===== config.mk =====
export PLATFORM = sky130hd
export DESIGN_NAME = positional_array_store_unit
export DESIGN_NICKNAME = d
export VERILOG_FILES = /design/src/hw/rtl/pas_pkg.sv /design/src/hw/rtl/pas_cmp.sv /design/src/hw/rtl/positional_array_store_unit.sv
export SDC_FILE = /design/constraint.sdc
export NUM_CORES = 2
export LEC_CHECK = 0
export BUFFER_PORTS_ARGS = -buffer_cell sky130_fd_sc_hd__clkbuf_2
export CORE_AREA = 2 2 500 502
export CTS_BUF_LIST = sky130_fd_sc_hd__clkbuf_8
export CTS_CLUSTER_SIZE = 30
export DETAILED_ROUTE_END_ITERATION = 12
export DIE_AREA = 0 0 502 504
export PLACE_DENSITY = 0.54
export SLEW_MARGIN = 20
export SYNTH_ARGS = -nofsm -noshare
export SYNTH_HDL_FRONTEND = slang
export SYNTH_SLANG_ARGS = --single-unit
export TNS_END_PERCENT = 10

===== constraint.sdc =====
create_clock -name clk_i -period 17.2 [get_ports clk_i]
set_input_delay 0.86 -clock clk_i [delete_from_list [all_inputs] [get_ports clk_i]]
set_output_delay 0.86 -clock clk_i [all_outputs]
set_load 0.05 [all_outputs]

===== src/hw/rtl/pas_pkg.sv =====
// Package with shared types and constants for the positional array store.
package pas_pkg;

  localparam int unsigned DepthDefault = 64;
  localparam int unsigned DataW  = 32;
  localparam int unsigned PosW   = 6;
  localparam int unsigned ActW   = 3;
  localparam int unsigned TotalW = 38;
  localparam int unsigned StatW  = 2;

  typedef enum logic [2:0] {
    ActRead    = 3'd0,
    ActInsert  = 3'd1,
    ActRemove  = 3'd2,
    ActSortAsc = 3'd3,
    ActSortDsc = 3'd4
  } action_e;

  typedef enum logic [1:0] {
    StOk    = 2'd0,
    StIndex = 2'd1,
    StFull  = 2'd2
  } status_e;

  typedef enum logic [2:0] {
    SIdle,
    SMove,
    SSortRd,
    SSortWr,
    SScanRd,
    SScan,
    SDone
  } state_e;

  // Request for the shared compare unit: sort direction and the two operands.
  typedef struct packed {
    logic               ascending;
    logic signed [31:0] a;
    logic signed [31:0] b;
  } cmp_req_t;

  typedef struct packed {
    logic swap;   // a and b are out of order
    logic a_less; // a < b
  } cmp_rsp_t;

endpackage


===== src/hw/rtl/pas_cmp.sv =====
// Shared signed compare unit used by the sort and the minimum scan.
module pas_cmp (
  input  pas_pkg::cmp_req_t req_i,
  output pas_pkg::cmp_rsp_t rsp_o
);
  always_comb begin
    rsp_o.a_less = req_i.a < req_i.b;
    rsp_o.swap   = req_i.ascending ? (req_i.a > req_i.b) : (req_i.a < req_i.b);
  end
endmodule


===== src/hw/rtl/positional_array_store_unit.sv =====
// Top level of the positional array store: sequencer, entry memory and result register.
//
//  channel | direction | signals
//  --------+-----------+-------------------------------------------------------
//  in      | input     | in_valid_i, in_ready_o, action_i, position_i, new_value_i
//  out     | output    | out_valid_o, out_ready_i, read_value_o, entry_count_o,
//          |           | smallest_o, smallest_valid_o, total_o, status_o
//
// One word is handled at a time; in_ready_o is high only in the idle state.
// Every word ends with a scan that rebuilds the minimum and the sum from the held
// entries through one memory read port and the shared compare unit; a read first
// fetches its entry and a rejected word goes straight to the scan. An insert or
// remove first moves entries one at a time, each read in SMove and written back in
// SSortWr, then an insert writes its value into the freed slot and a remove drops
// the count. A sort is an insertion sort that shifts one entry per cycle.
// Reset clears the count and control; the memory holds no reset value.
// The result word waits in its own register while out_ready_i is low; a new word
// can start meanwhile and stalls at the end of its scan until that register frees.
module positional_array_store_unit #(
  parameter int unsigned DEPTH = pas_pkg::DepthDefault
) (
  input  logic                              clk_i,
  input  logic                              rst_ni,
  input  logic                              in_valid_i,
  output logic                              in_ready_o,
  input  logic [pas_pkg::ActW-1:0]          action_i,
  input  logic [pas_pkg::PosW-1:0]          position_i,
  input  logic signed [pas_pkg::DataW-1:0]  new_value_i,
  output logic                              out_valid_o,
  input  logic                              out_ready_i,
  output logic signed [pas_pkg::DataW-1:0]  read_value_o,
  output logic [$clog2(DEPTH+1)-1:0]        entry_count_o,
  output logic signed [pas_pkg::DataW-1:0]  smallest_o,
  output logic                              smallest_valid_o,
  output logic signed [pas_pkg::TotalW-1:0] total_o,
  output logic [pas_pkg::StatW-1:0]         status_o
);
  localparam int unsigned AW = (DEPTH > 1) ? $clog2(DEPTH) : 1;
  localparam int unsigned CW = $clog2(DEPTH+1);
  localparam int unsigned PW = (CW > pas_pkg::PosW) ? CW : pas_pkg::PosW;

  logic signed [pas_pkg::DataW-1:0] mem_q [DEPTH];
  logic signed [pas_pkg::DataW-1:0] rdata_q;
  logic [AW-1:0] raddr;
  logic          we;
  logic [AW-1:0] waddr;
  logic signed [pas_pkg::DataW-1:0] wdata;

  always_ff @(posedge clk_i) begin
    if (we) begin
      mem_q[waddr] <= wdata;
    end
    rdata_q <= mem_q[raddr];
  end

  pas_pkg::state_e state_q, state_d;
  logic [CW-1:0] cnt_q, cnt_d;
  logic [pas_pkg::ActW-1:0] act_q, act_d;
  logic [CW-1:0] pos_q, pos_d;
  logic signed [pas_pkg::DataW-1:0] val_q, val_d;
  logic [CW-1:0] i_q, i_d;   // outer index / move index / scan index
  logic [CW-1:0] j_q, j_d;   // insertion slot
  logic signed [pas_pkg::DataW-1:0] key_q, key_d;
  logic signed [pas_pkg::DataW-1:0] rd_q, rd_d;
  logic [pas_pkg::StatW-1:0] st_q, st_d;
  logic signed [pas_pkg::DataW-1:0] min_q, min_d;
  logic signed [pas_pkg::TotalW-1:0] sum_q, sum_d;
  logic out_v_q, out_v_d;

  // Result register, loaded when a scan completes or an empty store finishes.
  logic out_load;
  logic out_free;
  logic signed [pas_pkg::DataW-1:0] out_rd_q;
  logic [CW-1:0] out_cnt_q;
  logic signed [pas_pkg::DataW-1:0] out_min_q;
  logic signed [pas_pkg::TotalW-1:0] out_sum_q;
  logic [pas_pkg::StatW-1:0] out_st_q;

  pas_pkg::cmp_req_t creq;
  pas_pkg::cmp_rsp_t crsp;
  pas_cmp u_cmp (.req_i(creq), .rsp_o(crsp));

  logic [PW-1:0] pos_ext;
  logic [PW-1:0] cnt_ext;
  assign pos_ext = PW'(position_i);
  assign cnt_ext = PW'(cnt_q);
  assign out_free = !out_v_q || out_ready_i;

  always_ff @(posedge clk_i or negedge rst_ni) begin
    if (!rst_ni) begin
      state_q   <= pas_pkg::SIdle;
      cnt_q     <= '0;
      out_v_q   <= 1'b0;
      out_cnt_q <= '0;
    end else begin
      state_q <= state_d;
      cnt_q   <= cnt_d;
      out_v_q <= out_v_d;
      if (out_load) out_cnt_q <= cnt_d;
    end
  end

  always_ff @(posedge clk_i) begin
    act_q <= act_d; pos_q <= pos_d; val_q <= val_d;
    i_q <= i_d; j_q <= j_d; key_q <= key_d;
    rd_q <= rd_d; st_q <= st_d; min_q <= min_d; sum_q <= sum_d;
    if (out_load) begin
      out_rd_q  <= rd_d;
      out_min_q <= min_d;
      out_sum_q <= sum_d;
      out_st_q  <= st_d;
    end
  end

  always_comb begin
    state_d = state_q; cnt_d = cnt_q; act_d = act_q; pos_d = pos_q; val_d = val_q;
    i_d = i_q; j_d = j_q; key_d = key_q; rd_d = rd_q; st_d = st_q;
    min_d = min_q; sum_d = sum_q; out_v_d = out_v_q; out_load = 1'b0;
    raddr = i_q[AW-1:0];
    we = 1'b0; waddr = j_q[AW-1:0]; wdata = key_q;
    creq.ascending = act_q == pas_pkg::ActSortAsc;
    creq.a = rdata_q; creq.b = key_q;
    if (out_v_q && out_ready_i) out_v_d = 1'b0;
    case (state_q)
      pas_pkg::SIdle: begin
        if (in_valid_i) begin
          act_d = action_i; pos_d = CW'(pos_ext); val_d = new_value_i;
          rd_d = '0; st_d = pas_pkg::StOk; state_d = pas_pkg::SScanRd;
          i_d = '0;
          case (action_i)
            pas_pkg::ActRead: begin
              if (pos_ext >= cnt_ext) st_d = pas_pkg::StIndex;
              else begin raddr = AW'(pos_ext); state_d = pas_pkg::SDone; end
            end
            pas_pkg::ActInsert: begin
              if (pos_ext > cnt_ext) st_d = pas_pkg::StIndex;
              else if (cnt_q == CW'(DEPTH)) st_d = pas_pkg::StFull;
              else begin i_d = cnt_q; state_d = pas_pkg::SMove; end
            end
            pas_pkg::ActRemove: begin
              if (pos_ext >= cnt_ext) st_d = pas_pkg::StIndex;
              else begin i_d = CW'(pos_ext); state_d = pas_pkg::SMove; end
            end
            pas_pkg::ActSortAsc, pas_pkg::ActSortDsc: begin
              if (cnt_q > CW'(1)) begin i_d = CW'(1); state_d = pas_pkg::SSortRd; end
            end
            default: ;
          endcase
          raddr = (state_d == pas_pkg::SDone) ? AW'(pos_ext) : i_d[AW-1:0];
        end
      end
      // SDone entered from a read: rdata holds the entry, then scan.
      pas_pkg::SDone: begin
        rd_d = rdata_q; i_d = '0; raddr = '0; state_d = pas_pkg::SScan;
        sum_d = '0; min_d = '0;
        if (cnt_q == '0) state_d = pas_pkg::SScanRd;
      end
      // Entries move one at a time: SMove reads each one and SSortWr writes it back.
      pas_pkg::SMove: begin
        if (act_q == pas_pkg::ActInsert) begin
          if (i_q == pos_q) begin
            we = 1'b1; waddr = i_q[AW-1:0]; wdata = val_q;
            cnt_d = cnt_q + CW'(1); i_d = '0; state_d = pas_pkg::SScanRd;
          end else begin
            raddr = AW'(i_q - CW'(1));
            state_d = pas_pkg::SSortWr; // reused as move-write cycle
          end
        end else begin
          if (i_q + CW'(1) >= cnt_q) begin
            cnt_d = cnt_q - CW'(1); i_d = '0; state_d = pas_pkg::SScanRd;
          end else begin
            raddr = AW'(i_q + CW'(1)); state_d = pas_pkg::SSortWr;
          end
        end
      end
      pas_pkg::SSortRd: begin
        // Fetch key at i.
        raddr = i_q[AW-1:0]; j_d = i_q; state_d = pas_pkg::SSortWr;
        key_d = '0; act_d = act_q;
        if (i_q >= cnt_q) begin i_d = '0; state_d = pas_pkg::SScanRd; end
        else pos_d = '1; // marks key load pending
      end
      pas_pkg::SSortWr: begin
        if (act_q == pas_pkg::ActInsert) begin
          we = 1'b1; waddr = i_q[AW-1:0]; wdata = rdata_q;
          i_d = i_q - CW'(1); state_d = pas_pkg::SMove;
        end else if (act_q == pas_pkg::ActRemove) begin
          we = 1'b1; waddr = i_q[AW-1:0]; wdata = rdata_q;
          i_d = i_q + CW'(1); state_d = pas_pkg::SMove;
        end else if (pos_q == '1) begin
          key_d = rdata_q; pos_d = '0;
          raddr = AW'(j_q - CW'(1));
        end else begin
          // rdata = entry[j-1]; compare against key.
          if (crsp.swap) begin
            we = 1'b1; waddr = j_q[AW-1:0]; wdata = rdata_q;
            j_d = j_q - CW'(1);
            if (j_q == CW'(1)) begin
              // slot 0 next cycle; write key there via the no-move path
              pos_d = '0; raddr = '0; state_d = pas_pkg::SMove;
              act_d = act_q; i_d = i_q;
            end else raddr = AW'(j_q - CW'(2));
          end else begin
            we = 1'b1; waddr = j_q[AW-1:0]; wdata = key_q;
            i_d = i_q + CW'(1); state_d = pas_pkg::SSortRd;
          end
        end
      end
      pas_pkg::SScanRd: begin
        raddr = '0; i_d = '0; sum_d = '0; min_d = '0;
        state_d = pas_pkg::SScan;
        if (cnt_q == '0) begin
          // An empty store finishes here once the result register is free.
          state_d = pas_pkg::SScanRd;
          if (out_free) begin
            out_v_d = 1'b1; out_load = 1'b1; state_d = pas_pkg::SIdle;
          end
        end
        if (act_q == pas_pkg::ActSortAsc || act_q == pas_pkg::ActSortDsc) begin
          // Sort reached SMove only to place key at slot 0.
        end
      end
      pas_pkg::SScan: begin
        // The last entry waits, rereading its address, while the result register is full.
        if (i_q + CW'(1) < cnt_q || out_free) begin
          creq.a = rdata_q; creq.b = min_q;
          sum_d = sum_q + pas_pkg::TotalW'(rdata_q);
          if (i_q == '0 || crsp.a_less) min_d = rdata_q;
          raddr = AW'(i_q + CW'(1));
          i_d = i_q + CW'(1);
          if (i_q + CW'(1) >= cnt_q) begin
            out_v_d = 1'b1; out_load = 1'b1; state_d = pas_pkg::SIdle;
          end
        end
      end
      default: state_d = pas_pkg::SIdle;
    endcase
    // Sort placing key at slot 0 after the last shift.
    if (state_q == pas_pkg::SMove &&
        (act_q == pas_pkg::ActSortAsc || act_q == pas_pkg::ActSortDsc)) begin
      we = 1'b1; waddr = '0; wdata = key_q; cnt_d = cnt_q;
      i_d = i_q + CW'(1); state_d = pas_pkg::SSortRd; raddr = i_q[AW-1:0];
    end
  end

  assign in_ready_o       = state_q == pas_pkg::SIdle;
  assign out_valid_o      = out_v_q;
  assign read_value_o     = out_rd_q;
  assign entry_count_o    = out_cnt_q;
  assign smallest_o       = out_min_q;
  assign smallest_valid_o = out_cnt_q != '0;
  assign total_o          = out_sum_q;
  assign status_o         = out_st_q;
endmodule


==> summary.md <==
| Metric | Value |
|---|---|
| EDFF count, synth | `2,240` |
| PortBufs | `158` |
| Fillers | `22.1k` |
| Full die area | `253,000 sq um` |
| Post-Route WL | `329 mm` |
| Worst Setup End Kind | `flip-flop` |
| Largest net degree at the start of global routing | `207` |
| R2R Setup Slk | `6.96 ns` |
| Worst slew pin tran | `1.22 ns` |
| CTS tree | `done` |
| Reg2reg path depth | `26` |
| Final GP Congestion | `0.883` |
| Antenna violations before repair | `10` |
| WP data arrival | `11.20 ns` |
| Leak pwr | `39.2 nW` |
| Clk root buf | `clkbuf_8` |
| Multi-input logic area | `26,600 sq um` |
| Syn avg cell area | `13.4 sq um` |
| Vias per inst | `5.82` |
| Placement row count | `183` |
| Setup Skew | `0.100 ns` |
| Total CTS buffers | `406` |
| Post-Synth Simple-Gate Area | `12.7%` |
| Final Power | `24.2 mW` |
| Clk slew on worst S/H paths | `0.06 ns` |
| Tcrit/Tclk final | `59.5%` |
| Adder-Cell Fraction of Synth Area | `1.29%` |
| Synth warn | `0` |
| Detail-routed net length per standard cell | `29.0 um` |
| Final hold vios | `0` |
| Max-Cap Viols | `0` |
| Top_reg_cell synth | `edfxtp_1` |
| RR Endpoint | `rdata_q[29]$_DFF_P_` |
| DRC | `0` |
| Commonest non-fill, non-tap cell in the layout | `edfxtp_1` |
| Ports | `159` |
| Synth Instances | `7,362` |
| Async SR Flop Fraction | `0.752%` |
| TNS Setup | `0 ns` |
| H-tree levels | `5` |
| Slew headroom | `18.6%` |
| HPWL after DPL | `178 mm` |
| R2R Path Start | `i_q[2]$_DFFE_PP_` |
| Outcome | `finished clean` |
| Worst EP required | `18.17 ns` |
| Die width | `502 um` |
| Num Clock Sinks | `2,394` |
| Final nets | `7,832` |
| Xor/xnor cell area share of the yosys netlist | `0.586%` |
| Routed vias | `66.0k` |
| Worst setup SP type | `flip-flop` |
| Post-CTS resize count | `0` |
| Hold path cells | `1` |
| Peak VDD IR | `0.227 mV` |
| First-pass iteration count of the detailed router | `6` |
| Synth Area in Compound Gates | `8.79%` |
| Syn Nets | `7,508` |
| Pwr Density | `217 nW/um^2` |
| RSZ-0062 raised after global routing | `no` |
| #FFs+latches synth | `2,394` |
| Post-CTS Setup Bufs | `0` |
| Crit path kind | `flip-flop to flip-flop` |
| Initial Utilization | `39.8%` |
| Routed Antenna Nets | `0` |
| Seq/Total Area, Yosys | `71.4%` |
| Design area | `112,000 sq um` |
| Largest family of logic cells by synthesized area | `simple AND/OR/NAND/NOR gates` |
| Mapped cell area | `98,600 sq um` |
| Final setup viols | `0` |
| Final min period | `10.24 ns` |
| DIE HEIGHT | `504 um` |
| Area grow syn2layout | `13.2%` |
| FF/Latch Area | `70,400 sq um` |
| Overflow after GRT | `0` |
| FMAX | `97.7 MHz` |
| Hold Crit Class | `primary input to flip-flop` |
| DP Cell Count | `10.6k` |
| DRT iter0 DRCs | `7,731` |
| Worst skew pair latency | `1.14 ns` |
| Final Non-Filler Cells | `11.3k` |
| Max FO, Critical Path | `184` |
| Overall global routing resource usage | `25.4%` |
| Hold wc startpoint | `action_i[2]` |
| Number of global-route vias before repair | `62.5k` |
| Post-synthesis mux area share | `2.86%` |
| Hold Crit Endpoint | `act_q[2]$_DFFE_PP_` |
| Clock buffer depth | `4` |
| Core area | `248,000 sq um` |
| Yosys cell types | `105` |
| Most frequent cells in the layout | `2,240 x edfxtp_1, 1,540 x nand2_1, 551 x nand3_1` |
| Fin. max-slew vios | `0` |
| # hold bufs at CTS | `33` |
| Layout cell share with drive strength beyond 1 | `13.3%` |
| First-pass GRT wire length | `466 mm` |
| Placed inst area | `104,000 sq um` |
==> worst max-delay path by stage <==
| stage | start | endpoint | slack [ns] | cells after the start |
|---|---|---|---|---|
| finish | i_q[2]$_DFFE_PP_ | rdata_q[29]$_DFF_P_ | 6.96 | 26 |
| floorplan | i_q[0]$_DFFE_PP_ | entry_count_o[0]$_DFFE_PN0P_ | 9.40 | 10 |
| global route | i_q[0]$_DFFE_PP_ | rdata_q[29]$_DFF_P_ | 6.46 | 26 |
| detailed placement | i_q[2]$_DFFE_PP_ | rdata_q[29]$_DFF_P_ | 7.08 | 26 |
| global placement | i_q[2]$_DFFE_PP_ | rdata_q[2]$_DFF_P_ | 6.84 | 26 |
| CTS | i_q[2]$_DFFE_PP_ | rdata_q[29]$_DFF_P_ | 7.07 | 26 |
==> logic make-up after synthesis <==
kind of cell	count (synthesis)
XOR/XNOR	66
AO/OA/AOI/OAI	1263
flip-flops	2394
AND/OR/NAND/NOR	2762
adder cells (fa/ha/maj)	101
multiplexers	256
buffers and inverters	520
==> routing by layer <==
| layer | global-route usage, % | vias to the layer above | wire length, um |
|---|---|---|---|
| li1 | - | 28640 | - |
| met3 | 5.09 | 565 | 29800 |
| met2 | 38.5 | 3256 | 147000 |
| met5 | 0 | - | 13 |
| met1 | 36.5 | 33498 | 141000 |
| met4 | 8.09 | 2 | 10200 |
==> stage by stage <==
stage	hold WS (ns)	worst slack (ns)	util (%)
5_1_grt	0.113	6.46	45.1
3_5_place_dp	0.443	7.08	41.9
2_1_floorplan	0.418	9.40	-
4_1_cts	0.0392	7.07	45.1
3_3_place_gp	0.442	6.84	41.9
6_report	0.145	6.96	45.1
==> Yosys cell counts (26+ instances only) <==
library cell | number | area [sq um]
ha_1 | 100 | 1250
a221oi_1 | 41 | 359
nor3_1 | 50 | 250
buf_2 | 197 | 986
nand3_1 | 553 | 2770
a211oi_1 | 184 | 1380
and3_1 | 250 | 1560
or4_1 | 59 | 443
edfxtp_1 | 2240 | 67300
nor2_1 | 155 | 582
xnor2_1 | 32 | 280
a21o_1 | 43 | 323
o21ai_0 | 89 | 445
buf_1 | 26 | 97.6
a21boi_0 | 56 | 420
nand2_1 | 1546 | 5800
o22ai_1 | 133 | 832
inv_1 | 31 | 116
clkbuf_1 | 231 | 867
a31oi_1 | 202 | 1260
dfxtp_1 | 136 | 2720
a22o_1 | 100 | 876
mux2i_1 | 224 | 2240
xor2_1 | 34 | 298
a21oi_1 | 236 | 1180
==> flip-flops by register name (all words and copies together), names as in the netlist, 7 cells and up <==
name and count:
mem_q 2048, sum_q 38, total_o 38, key_q 32, min_q 32, rd_q 32, rdata_q 32, read_value_o 32
smallest_o 32, val_q 32, cnt_ext 7, entry_count_o 7, i_q 7, j_q 7, pos_q 7
==> critical path: stages (launching register included) <==
cell	delay, ns
edfxtp_1	0.92
nand3_1	0.13
or2_1	0.28
xnor2_1	0.27
ha_1	0.30
o21ai_0	0.17
o21bai_1	0.22
o21ba_2	0.35
nor2_4	0.54
buf_4	0.45
mux2i_1	0.13
ha_1	0.33
nand4_2	0.14
nor4_4	0.32
nand4_1	0.18
and2_1	0.24
o211a_1	0.15
or3_1	0.57
o311a_4	0.53
nand2_8	0.49
buf_12	0.64
buf_4	0.81
a211oi_1	0.18
a31oi_1	0.17
o22ai_1	0.09
or4_1	0.75
nor3_1	0.29
==> report_power, final <==
group | switching [mW] | internal, mW
combinational | 8.35 | 3.24
sequential | 0.271 | 7.51
clock | 2.32 | 2.47
total | 10.9 | 13.2
==> layout make-up <==
class                           instances  area share [%]
Clock inverter                        295            1.43
Antenna cell                            5          0.0112
Clock buffer                          422            5.20
Timing Repair Buffer                  403            2.57
Sequential cell                      2394            63.1
Multi-Input combinational cell       4448            23.8
Tap cell                             3330            3.73
Inverter                               33           0.111
No activity file was read; power rests on OpenSTA's default activity.
